===== src/hdl/sync_checksum_frame_receiver_top_assert.svh =====
// Assertion macros for the sync checksum frame receiver.
// No dependencies; taken in by the top level with `include.
`ifndef SYNC_CHECKSUM_FRAME_RECEIVER_TOP_ASSERT_SVH
`define SYNC_CHECKSUM_FRAME_RECEIVER_TOP_ASSERT_SVH

`ifndef SYNTH

// cond must never hold outside reset
`define SCFR_ASSERT_NEVER(label, clk, rst_n, cond, msg) \
    label: assert property (@(posedge clk) disable iff (!rst_n) !(cond)) \
        else $error(msg);

// ante in a cycle implies cons in the same cycle
`define SCFR_ASSERT_IMPLY(label, clk, rst_n, ante, cons, msg) \
    label: assert property (@(posedge clk) disable iff (!rst_n) (ante) |-> (cons)) \
        else $error(msg);

// ante in a cycle implies cons in the next cycle
`define SCFR_ASSERT_NEXT(label, clk, rst_n, ante, cons, msg) \
    label: assert property (@(posedge clk) disable iff (!rst_n) (ante) |=> (cons)) \
        else $error(msg);

`else

`define SCFR_ASSERT_NEVER(label, clk, rst_n, cond, msg)
`define SCFR_ASSERT_IMPLY(label, clk, rst_n, ante, cons, msg)
`define SCFR_ASSERT_NEXT(label, clk, rst_n, ante, cons, msg)

`endif

`endif


===== src/hdl/scfr_pkg.sv =====
// Shared constants and types for the sync checksum frame receiver.
// No dependencies.
package scfr_pkg;

    localparam int FRAME_LEN_DEF = 8;
    localparam int PAYLOAD_COUNT = 5;
    localparam int PAYLOAD_FIRST = 2;

    typedef logic [7:0] byte_t;

    localparam byte_t SYNC_RESET = 8'hFF;

    localparam logic [1:0] STAT_OK       = 2'd0;
    localparam logic [1:0] STAT_BAD_SYNC = 2'd1;
    localparam logic [1:0] STAT_BAD_SUM  = 2'd2;

    // received word as held in the input register
    typedef struct packed {
        byte_t rx_byte;
        logic  restart;
    } rx_word_t;

    // one frame result
    typedef struct packed {
        logic [1:0]                    frame_status;
        byte_t                         mode_code;
        byte_t [PAYLOAD_COUNT-1:0]     payload;
    } result_word_t;

    // core status toward the top level
    typedef struct packed {
        logic produce;
        logic pos_bad;
    } core_flags_t;

endpackage


===== src/hdl/scfr_if.sv =====
// Channel interfaces: received words, frame results, configuration writes.
// Depends on scfr_pkg.
interface scfr_rx_if;
    logic                valid;
    logic                ready;
    scfr_pkg::byte_t     rx_byte;
    logic                restart;

    modport source (output valid, output rx_byte, output restart, input ready);
    modport sink   (input valid, input rx_byte, input restart, output ready);
endinterface

interface scfr_result_if;
    logic                valid;
    logic                ready;
    logic [1:0]          frame_status;
    scfr_pkg::byte_t     mode_code;
    scfr_pkg::byte_t     payload_0;
    scfr_pkg::byte_t     payload_1;
    scfr_pkg::byte_t     payload_2;
    scfr_pkg::byte_t     payload_3;
    scfr_pkg::byte_t     payload_4;

    modport source (output valid, output frame_status, output mode_code,
                    output payload_0, output payload_1, output payload_2,
                    output payload_3, output payload_4, input ready);
    modport sink   (input valid, input frame_status, input mode_code,
                    input payload_0, input payload_1, input payload_2,
                    input payload_3, input payload_4, output ready);
endinterface

interface scfr_cfg_if;
    logic                valid;
    logic                ready;
    scfr_pkg::byte_t     sync_value;

    modport source (output valid, output sync_value, input ready);
    modport sink   (input valid, input sync_value, output ready);
endinterface


===== src/hdl/scfr_in_reg.sv =====
// Input register: captures one received word, frees when the core takes it.
// Depends on scfr_pkg and scfr_if.
module scfr_in_reg (
    input  logic               clk,
    input  logic               rst_n,
    scfr_rx_if.sink            rx,
    input  logic               take,
    output logic               hold_valid,
    output scfr_pkg::rx_word_t hold_word
);

    logic               valid_reg;
    logic               valid_next;
    scfr_pkg::rx_word_t word_reg;
    logic               accept;

    assign rx.ready   = !valid_reg || take;
    assign accept     = rx.valid && rx.ready;
    assign hold_valid = valid_reg;
    assign hold_word  = word_reg;

    always_comb
    begin
        valid_next = valid_reg;
        if (accept)
        begin
            valid_next = 1'b1;
        end
        else if (take)
        begin
            valid_next = 1'b0;
        end
    end

    always_ff @(posedge clk or negedge rst_n)
    begin
        if (!rst_n)
        begin
            valid_reg <= 1'b0;
        end
        else
        begin
            valid_reg <= valid_next;
        end
    end

    always_ff @(posedge clk)
    begin
        if (accept)
        begin
            word_reg.rx_byte <= rx.rx_byte;
            word_reg.restart <= rx.restart;
        end
    end

endmodule


===== src/hdl/scfr_frame_core.sv =====
// Frame core: position counter, running sum, held bytes, status check.
// Depends on scfr_pkg.
module scfr_frame_core #(
    parameter int FRAME_LEN = scfr_pkg::FRAME_LEN_DEF
) (
    input  logic                   clk,
    input  logic                   rst_n,
    input  logic                   item_valid,
    input  scfr_pkg::rx_word_t     item,
    input  scfr_pkg::byte_t        sync_value,
    input  logic                   out_space,
    output logic                   take,
    output scfr_pkg::result_word_t res_word,
    output scfr_pkg::core_flags_t  flags
);

    localparam int POS_W = $clog2(FRAME_LEN);
    localparam logic [POS_W-1:0] LAST = POS_W'(FRAME_LEN - 1);

    logic [POS_W-1:0] pos_reg, pos_next, pos_cur;
    scfr_pkg::byte_t  sum_reg, sum_next;
    scfr_pkg::byte_t  first_reg, first_next;
    scfr_pkg::byte_t  mode_reg, mode_next;
    scfr_pkg::byte_t [scfr_pkg::PAYLOAD_COUNT-1:0] payload_reg;
    logic             at_last;

    // restart makes this word position zero
    assign pos_cur = item.restart ? '0 : pos_reg;
    assign at_last = (pos_cur == LAST);
    assign take    = item_valid && (!at_last || out_space);

    assign flags.produce = item_valid && at_last && out_space;
    assign flags.pos_bad = (pos_reg > LAST);

    always_comb
    begin
        if (first_reg != sync_value)
        begin
            res_word.frame_status = scfr_pkg::STAT_BAD_SYNC;
        end
        else if (sum_reg != item.rx_byte)
        begin
            res_word.frame_status = scfr_pkg::STAT_BAD_SUM;
        end
        else
        begin
            res_word.frame_status = scfr_pkg::STAT_OK;
        end
        res_word.mode_code = mode_reg;
        res_word.payload   = payload_reg;
    end

    always_comb
    begin
        pos_next   = pos_reg;
        sum_next   = sum_reg;
        first_next = first_reg;
        mode_next  = mode_reg;
        if (take)
        begin
            if (pos_cur == '0)
            begin
                first_next = item.rx_byte;
            end
            if (pos_cur == POS_W'(1))
            begin
                mode_next = item.rx_byte;
            end
            if (at_last || pos_cur == '0)
            begin
                sum_next = '0;
            end
            else
            begin
                sum_next = sum_reg + item.rx_byte;
            end
            pos_next = at_last ? '0 : pos_cur + POS_W'(1);
        end
    end

    always_ff @(posedge clk or negedge rst_n)
    begin
        if (!rst_n)
        begin
            pos_reg   <= '0;
            sum_reg   <= '0;
            first_reg <= '0;
            mode_reg  <= '0;
        end
        else
        begin
            pos_reg   <= pos_next;
            sum_reg   <= sum_next;
            first_reg <= first_next;
            mode_reg  <= mode_next;
        end
    end

    // payload store, no reset: every entry is written before it is read
    for (genvar k = 0; k < scfr_pkg::PAYLOAD_COUNT; k++)
    begin : g_payload
        always_ff @(posedge clk)
        begin
            if (take && pos_cur == POS_W'(scfr_pkg::PAYLOAD_FIRST + k))
            begin
                payload_reg[k] <= item.rx_byte;
            end
        end
    end

endmodule


===== src/hdl/scfr_out_reg.sv =====
// Result register: holds one frame result until the sink takes it.
// Depends on scfr_pkg and scfr_if.
module scfr_out_reg (
    input  logic                   clk,
    input  logic                   rst_n,
    input  logic                   load,
    input  scfr_pkg::result_word_t res_word,
    output logic                   space,
    scfr_result_if.source          result
);

    logic                   valid_reg;
    logic                   valid_next;
    scfr_pkg::result_word_t word_reg;

    assign space = !valid_reg || result.ready;

    always_comb
    begin
        valid_next = valid_reg;
        if (load)
        begin
            valid_next = 1'b1;
        end
        else if (result.ready)
        begin
            valid_next = 1'b0;
        end
    end

    always_ff @(posedge clk or negedge rst_n)
    begin
        if (!rst_n)
        begin
            valid_reg <= 1'b0;
        end
        else
        begin
            valid_reg <= valid_next;
        end
    end

    always_ff @(posedge clk)
    begin
        if (load)
        begin
            word_reg <= res_word;
        end
    end

    assign result.valid        = valid_reg;
    assign result.frame_status = word_reg.frame_status;
    assign result.mode_code    = word_reg.mode_code;
    assign result.payload_0    = word_reg.payload[0];
    assign result.payload_1    = word_reg.payload[1];
    assign result.payload_2    = word_reg.payload[2];
    assign result.payload_3    = word_reg.payload[3];
    assign result.payload_4    = word_reg.payload[4];

endmodule


===== src/hdl/sync_checksum_frame_receiver_top.sv =====
// Sync checksum frame receiver, top level.
// Throughput: one received word per cycle while the result side keeps up; a frame's
// last word waits in the input register while the result register is full and unread.
// A frame's result word is formed from its last word in the input register and then
// held in the result register. Reset (rst_n, async, low): pipeline empty, frame
// position zero, sync value 0xFF. Depends on scfr_pkg, scfr_if and submodules.
module sync_checksum_frame_receiver_top #(
    parameter int FRAME_LEN = scfr_pkg::FRAME_LEN_DEF
) (
    input  logic          clk,
    input  logic          rst_n,
    scfr_rx_if.sink       rx,
    scfr_result_if.source result,
    scfr_cfg_if.sink      cfg
);

`include "sync_checksum_frame_receiver_top_assert.svh"

    // sync byte register; the user must write it only while the block is idle, as the block has no check for this
    scfr_pkg::byte_t sync_reg;

    assign cfg.ready = 1'b1;

    always_ff @(posedge clk or negedge rst_n)
    begin
        if (!rst_n)
        begin
            sync_reg <= scfr_pkg::SYNC_RESET;
        end
        else if (cfg.valid)
        begin
            sync_reg <= cfg.sync_value;
        end
    end

    logic                   hold_valid;
    scfr_pkg::rx_word_t     hold_word;
    logic                   take;
    logic                   out_space;
    scfr_pkg::result_word_t res_word;
    scfr_pkg::core_flags_t  flags;

    // stage one: received word register
    scfr_in_reg u_in_reg (
        .clk        (clk),
        .rst_n      (rst_n),
        .rx         (rx),
        .take       (take),
        .hold_valid (hold_valid),
        .hold_word  (hold_word)
    );

    // frame tracking and status check on the held word; a word that ends
    // a frame waits in stage one only while the result register is full and unread
    scfr_frame_core #(
        .FRAME_LEN (FRAME_LEN)
    ) u_core (
        .clk        (clk),
        .rst_n      (rst_n),
        .item_valid (hold_valid),
        .item       (hold_word),
        .sync_value (sync_reg),
        .out_space  (out_space),
        .take       (take),
        .res_word   (res_word),
        .flags      (flags)
    );

    // stage two: result register
    scfr_out_reg u_out_reg (
        .clk      (clk),
        .rst_n    (rst_n),
        .load     (flags.produce),
        .res_word (res_word),
        .space    (out_space),
        .result   (result)
    );

    // checks
    `SCFR_ASSERT_NEVER(a_status_code, clk, rst_n, result.valid && result.frame_status == 2'd3, "undefined frame status")
    `SCFR_ASSERT_NEVER(a_pos_range, clk, rst_n, flags.pos_bad, "frame position past last byte")
    `SCFR_ASSERT_NEXT(a_held_word_kept, clk, rst_n, hold_valid && !take, hold_valid, "stalled word lost")
    `SCFR_ASSERT_IMPLY(a_result_room, clk, rst_n, flags.produce, out_space && take, "result loaded without room")

endmodule

===== src/flat_wrapper.sv =====
// flat-port wrapper written by rule: the top's interface ports become plain ports
module sync_checksum_frame_receiver_top_flat 
#(
    parameter int FRAME_LEN = scfr_pkg::FRAME_LEN_DEF
)
  (clk, rst_n, rx_valid, rx_rx_byte, rx_restart, rx_ready, result_valid, result_frame_status, result_mode_code, result_payload_0, result_payload_1, result_payload_2, result_payload_3, result_payload_4, result_ready, cfg_valid, cfg_sync_value, cfg_ready);
  scfr_rx_if rx_i ();
  scfr_result_if result_i ();
  scfr_cfg_if cfg_i ();
  input  logic clk;
  input  logic rst_n;
  input wire logic [$bits(rx_i.valid)-1:0] rx_valid;
  input wire logic [$bits(rx_i.rx_byte)-1:0] rx_rx_byte;
  input wire logic [$bits(rx_i.restart)-1:0] rx_restart;
  output wire logic [$bits(rx_i.ready)-1:0] rx_ready;
  output wire logic [$bits(result_i.valid)-1:0] result_valid;
  output wire logic [$bits(result_i.frame_status)-1:0] result_frame_status;
  output wire logic [$bits(result_i.mode_code)-1:0] result_mode_code;
  output wire logic [$bits(result_i.payload_0)-1:0] result_payload_0;
  output wire logic [$bits(result_i.payload_1)-1:0] result_payload_1;
  output wire logic [$bits(result_i.payload_2)-1:0] result_payload_2;
  output wire logic [$bits(result_i.payload_3)-1:0] result_payload_3;
  output wire logic [$bits(result_i.payload_4)-1:0] result_payload_4;
  input wire logic [$bits(result_i.ready)-1:0] result_ready;
  input wire logic [$bits(cfg_i.valid)-1:0] cfg_valid;
  input wire logic [$bits(cfg_i.sync_value)-1:0] cfg_sync_value;
  output wire logic [$bits(cfg_i.ready)-1:0] cfg_ready;
  assign rx_i.valid = rx_valid;
  assign rx_i.rx_byte = rx_rx_byte;
  assign rx_i.restart = rx_restart;
  assign rx_ready = rx_i.ready;
  assign result_valid = result_i.valid;
  assign result_frame_status = result_i.frame_status;
  assign result_mode_code = result_i.mode_code;
  assign result_payload_0 = result_i.payload_0;
  assign result_payload_1 = result_i.payload_1;
  assign result_payload_2 = result_i.payload_2;
  assign result_payload_3 = result_i.payload_3;
  assign result_payload_4 = result_i.payload_4;
  assign result_i.ready = result_ready;
  assign cfg_i.valid = cfg_valid;
  assign cfg_i.sync_value = cfg_sync_value;
  assign cfg_ready = cfg_i.ready;
  sync_checksum_frame_receiver_top #(.FRAME_LEN(FRAME_LEN)) u_core (.clk(clk), .rst_n(rst_n), .rx(rx_i), .result(result_i), .cfg(cfg_i));
endmodule

===== config.mk =====
export PLATFORM = sky130hd
export DESIGN_NAME = sync_checksum_frame_receiver_top_flat
export DESIGN_NICKNAME = d
export VERILOG_FILES = /design/src/hdl/scfr_pkg.sv /design/src/hdl/scfr_if.sv /design/src/hdl/scfr_in_reg.sv /design/src/hdl/scfr_frame_core.sv /design/src/hdl/scfr_out_reg.sv /design/src/hdl/sync_checksum_frame_receiver_top.sv /design/src/flat_wrapper.sv
export VERILOG_INCLUDE_DIRS = /design/src /design/src/hdl
export SDC_FILE = /design/constraint.sdc
export NUM_CORES = 1
export LEC_CHECK = 0
export ABC_CLOCK_PERIOD_IN_PS = 4100
export BUFFER_PORTS_ARGS = -buffer_cell sky130_fd_sc_hd__buf_2
export CAP_MARGIN = 0
export CORE_ASPECT_RATIO = 1.4
export CORE_UTILIZATION = 48
export DETAILED_ROUTE_END_ITERATION = 12
export PLACE_DENSITY = 0.8
export SLEW_MARGIN = 20
export SYNTH_ARGS = -nofsm -noshare
export SYNTH_HDL_FRONTEND = slang
export SYNTH_SLANG_ARGS = --single-unit
export TNS_END_PERCENT = 1

===== constraint.sdc =====
create_clock -name clk -period 4.1 [get_ports clk]
set_clock_uncertainty 0.15 [all_clocks]
set_input_delay 0.82 -clock clk [delete_from_list [all_inputs] [get_ports clk]]
set_output_delay 0.82 -clock clk [all_outputs]
set_load 0.02 [all_outputs]

==> flow_summary_export.csv <==
group,metric,value,unit
clock_network,cts_sinks,136,
detailed_routing,met3WireLength,298,µm
timing,setup_viol,0,
die,die_height,122.1,µm
final_layout,syn2layout_area_growth,22.58,%
hold_path,min_from,"u_core.u_core.res_word[0]$_DFFE_PP_",
job,drv_cap,0,
final_layout,drive_above_1_share,0.3945,
final_layout,finalNetCount,388,
setup_path,r2r_setup_slack,1.23,ns
synthesis,synth_nets,298,
synthesis,synth_xor_area_frac,0.02479,
clock_network,clk_latency,0.42,ns
setup_path,cp_top_family,"adder cells",
hold_path,min_path_type,"reg2reg",
clock_network,cts-hold-fix-buffers,0,
synthesis,yosys-top-cells-area,"edfxtp_1 (60%), dfrtp_1 (15%), mux2_2 (5.5%)",
detailed_routing,via_per_inst,5.026,
place,place_congestion,0.8240,
final_layout,largest_reg_flops,40,
setup_path,critPathLaunchType,"register",
final_layout,diodes,0,
clock_network,htree_levels,4,
detailed_routing,wl_met2,4367,µm
timing,finalSetupTns,0,ns
setup_path,path_class,"reg2out",
clock_network,clk_pin_slew_worst_paths,0.06,ns
detailed_routing,highest_layer,"met4",
timing,fin_crit_sh,0.7190,
synthesis,synth.distinct_cells,38,
setup_path,endpoint_kind,"output pin",
power_and_ir_drop,p_per_area,580.6,nW/µm²
place,hpwlAfterDp,5544,µm
timing,hold_viol,0,
synthesis,synth_top_family_by_area,"multiplexers",
power_and_ir_drop,p_leak,2.426,nW
synthesis,yosys_warnings,0,
synthesis,synth-compound-area-share,0.04527,
detailed_routing,vias,2513,
setup_path,critical_path.cell_chain,"nand2b_1 -> inv_1 -> ha_1 -> ha_1 -> nand3_1 -> buf_2",
die,die_w,87.80,µm
detailed_routing,wire_per_inst,16.18,µm
final_layout,design_area,6065,µm²
timing,worst_pin_slew,0.8217,ns
global_routing,grt_start_max_net_pins,38,
detailed_routing,wirelength,8089,µm
detailed_routing,ant_nets,0,
setup_path,crit_buf_inv,2,
global_routing,overflow,0,
clock_network,cts_setup_buffers,0,
die,rows,43,
synthesis,synth_top_area_share,0.6009,
setup_path,r2r-start,"u_core.u_in_reg.hold_word[0]$_DFFE_PP_",
detailed_routing,first_iter_violations,110,
timing,max_freq,339.2,MHz
synthesis,syn_area,4947,µm²
place,place_area,5482,µm²
synthesis,seq_area_frac_synth,0.7901,
timing,rsz0062_at_grt,"no",
synthesis,synth.area.mux_share,0.05463,
detailed_routing,drt_first_pass_iters,4,
setup_path,critical_path.max_fanout,4,
setup_path,timing.rr.end,"u_core.u_core.sum_reg[7]$_DFFE_PN0P_",
power_and_ir_drop,vdd_ir_drop_max,343.3,µV
timing,period_minus_slack,2.948,ns
synthesis,ys_ff_latch,136,
setup_path,critPathMaxStageDelay,0.40,ns
detailed_routing,post-route-drc-count,0,
place,io_buffers,73,
global_routing,antenna_found_initial,0,
global_routing,grt_pass1_wl,12590,µm
clock_network,numCtsBuffers,17,
synthesis,synth_top_area_cell,"edfxtp_1",
hold_path,hold-path-cell-count,0,
synthesis,async_flop_share,0.2721,
clock_network,cts-resized-gates,0,
clock_network,cts_tree,"done",
setup_path,path_common_cell,"ha_1",
synthesis,synth_fa_ha_area_frac,0.03692,
die,coreArea,9953,µm²
synthesis,synth_edf_count,99,
outcome,outcome,"finished clean",
setup_path,reg2reg_depth,9,
synthesis,syn_inst,262,
clock_network,root_buffer,"clkbuf_16",
synthesis,syn_area_per_cell,18.88,µm²
synthesis,synth_flop_cell,"edfxtp_1",
final_layout,final_util,0.6093,
clock_network,cts_max_path_buffers,2,
setup_path,critPathSlowestCell,"edfxtp_1",
setup_path,critical_path_arrival,1.98,ns
global_routing,grt_pass1_vias,2536,
timing,slew_viol_final,0,
hold_path,whs_endpoint,"u_core.u_out_reg.result.payload_0[0]$_DFFE_PP_",
setup_path,required,3.13,ns
timing,slew_headroom,0.4522,
global_routing,grtUsageTotal,0.1698,
die,start_util,0.4970,
die,pin_count,75,
detailed_routing,wl_met1,3064,µm
die,dieArea,10720,µm²
synthesis,synth-simple-area-share,0.03996,
power_and_ir_drop,power,3.521,mW
## layer usage
metal / track usage / vias to the layer above
li1: - / 1180
met1: 0.1781 / 1235
met2: 0.2936 / 73
met3: 0.04472 / 25
met4: 0.1137 / 0
met5: 0 / -
## synthesized netlist by cell type, types with 2 or more instances
| master | number |
|---|---|
| a21oi_1 | 3 |
| and3_1 | 5 |
| dfrtp_1 | 29 |
| a22o_1 | 7 |
| o21ai_0 | 2 |
| nand3_1 | 2 |
| nand2b_1 | 3 |
| edfxtp_1 | 99 |
| mux2_2 | 24 |
| a21o_1 | 3 |
| xnor2_1 | 4 |
| clkbuf_1 | 2 |
| xor2_1 | 10 |
| o21a_1 | 2 |
| buf_4 | 2 |
| nand2_1 | 13 |
| nor2_1 | 3 |
| ha_1 | 13 |
| nor2b_1 | 3 |
| nor3_1 | 2 |
| inv_1 | 4 |
| and2_1 | 2 |
| dfstp_2 | 8 |
| nor4_1 | 3 |
## worst max path at each step
stage,startpoint,depth (start not counted),slack [ns],end
after floorplan,u_core.u_in_reg.hold_word[0]$_DFFE_PP_,6,0.23,u_core.u_out_reg.result.frame_status[0]$_SDFFCE_PP1P_
after global placement,u_core.u_in_reg.hold_word[0]$_DFFE_PP_,9,1.38,u_core.u_core.sum_reg[7]$_DFFE_PN0P_
after detailed placement,u_core.u_in_reg.hold_word[0]$_DFFE_PP_,9,1.26,u_core.u_core.sum_reg[7]$_DFFE_PN0P_
after CTS,u_core.u_in_reg.hold_word[0]$_DFFE_PP_,6,1.11,rx_ready
after global routing,u_core.u_in_reg.hold_word[0]$_DFFE_PP_,9,1.01,u_core.u_core.sum_reg[7]$_DFFE_PN0P_
final,u_core.u_in_reg.hold_word[0]$_DFFE_PP_,6,1.15,rx_ready
## cell usage in the layout (no fill, tap or decap), types with 4 or more instances in the layout
cell type and instances:
xor2_1 10, edfxtp_1 99, a22o_1 7, buf_2 73
inv_1 4, mux2_2 24, inv_6 6, dfrtp_1 29
xnor2_1 4, clkbuf_16 17, and3_1 5, nand2_1 13
ha_1 13, dfstp_2 8
## report_power, final
group	leakage, nW	switching, mW	internal, mW
clock	0.282	0.605	0.859
sequential	1.34	0.0869	1.60
combinational	0.802	0.187	0.184
## cell type report
cell class              count  area [µm²]
clock inverters            15       157.7
repair buffers             75       380.4
well taps                 135       168.9
multi-input cells         118        1008
fillers                   711        3889
flip-flops and latches    136        3909
inverters                   4       15.01
clock buffers              17       425.4
## worst reg2reg max path, stage by stage, from the launching register on
cell	delay, ns
edfxtp_1	0.36
nand2b_1	0.17
inv_1	0.09
ha_1	0.26
ha_1	0.27
nand3b_1	0.14
nand2_1	0.32
a211oi_4	0.48
or4b_1	0.47
nand3_1	0.09
## logic make-up after synthesis
| group | Yosys count |
|---|---|
| compound gates | 27 |
| xor+xnor | 14 |
| fa+ha+maj | 14 |
| buf+inv | 8 |
| flops | 136 |
| mux | 24 |
| other cells | 1 |
| simple gates | 38 |
## stage by stage
stage,instances,hold slack (ns),setup slack [ns]
finish,500,0.2642,1.152
global placement,468,0.2532,1.383
CTS,500,0.2654,1.113
floorplan,262,0.2503,0.2350
detailed placement,468,0.2545,1.265
global route,500,0.2633,1.008
Note: power is estimated with default switching activity, not from simulation.
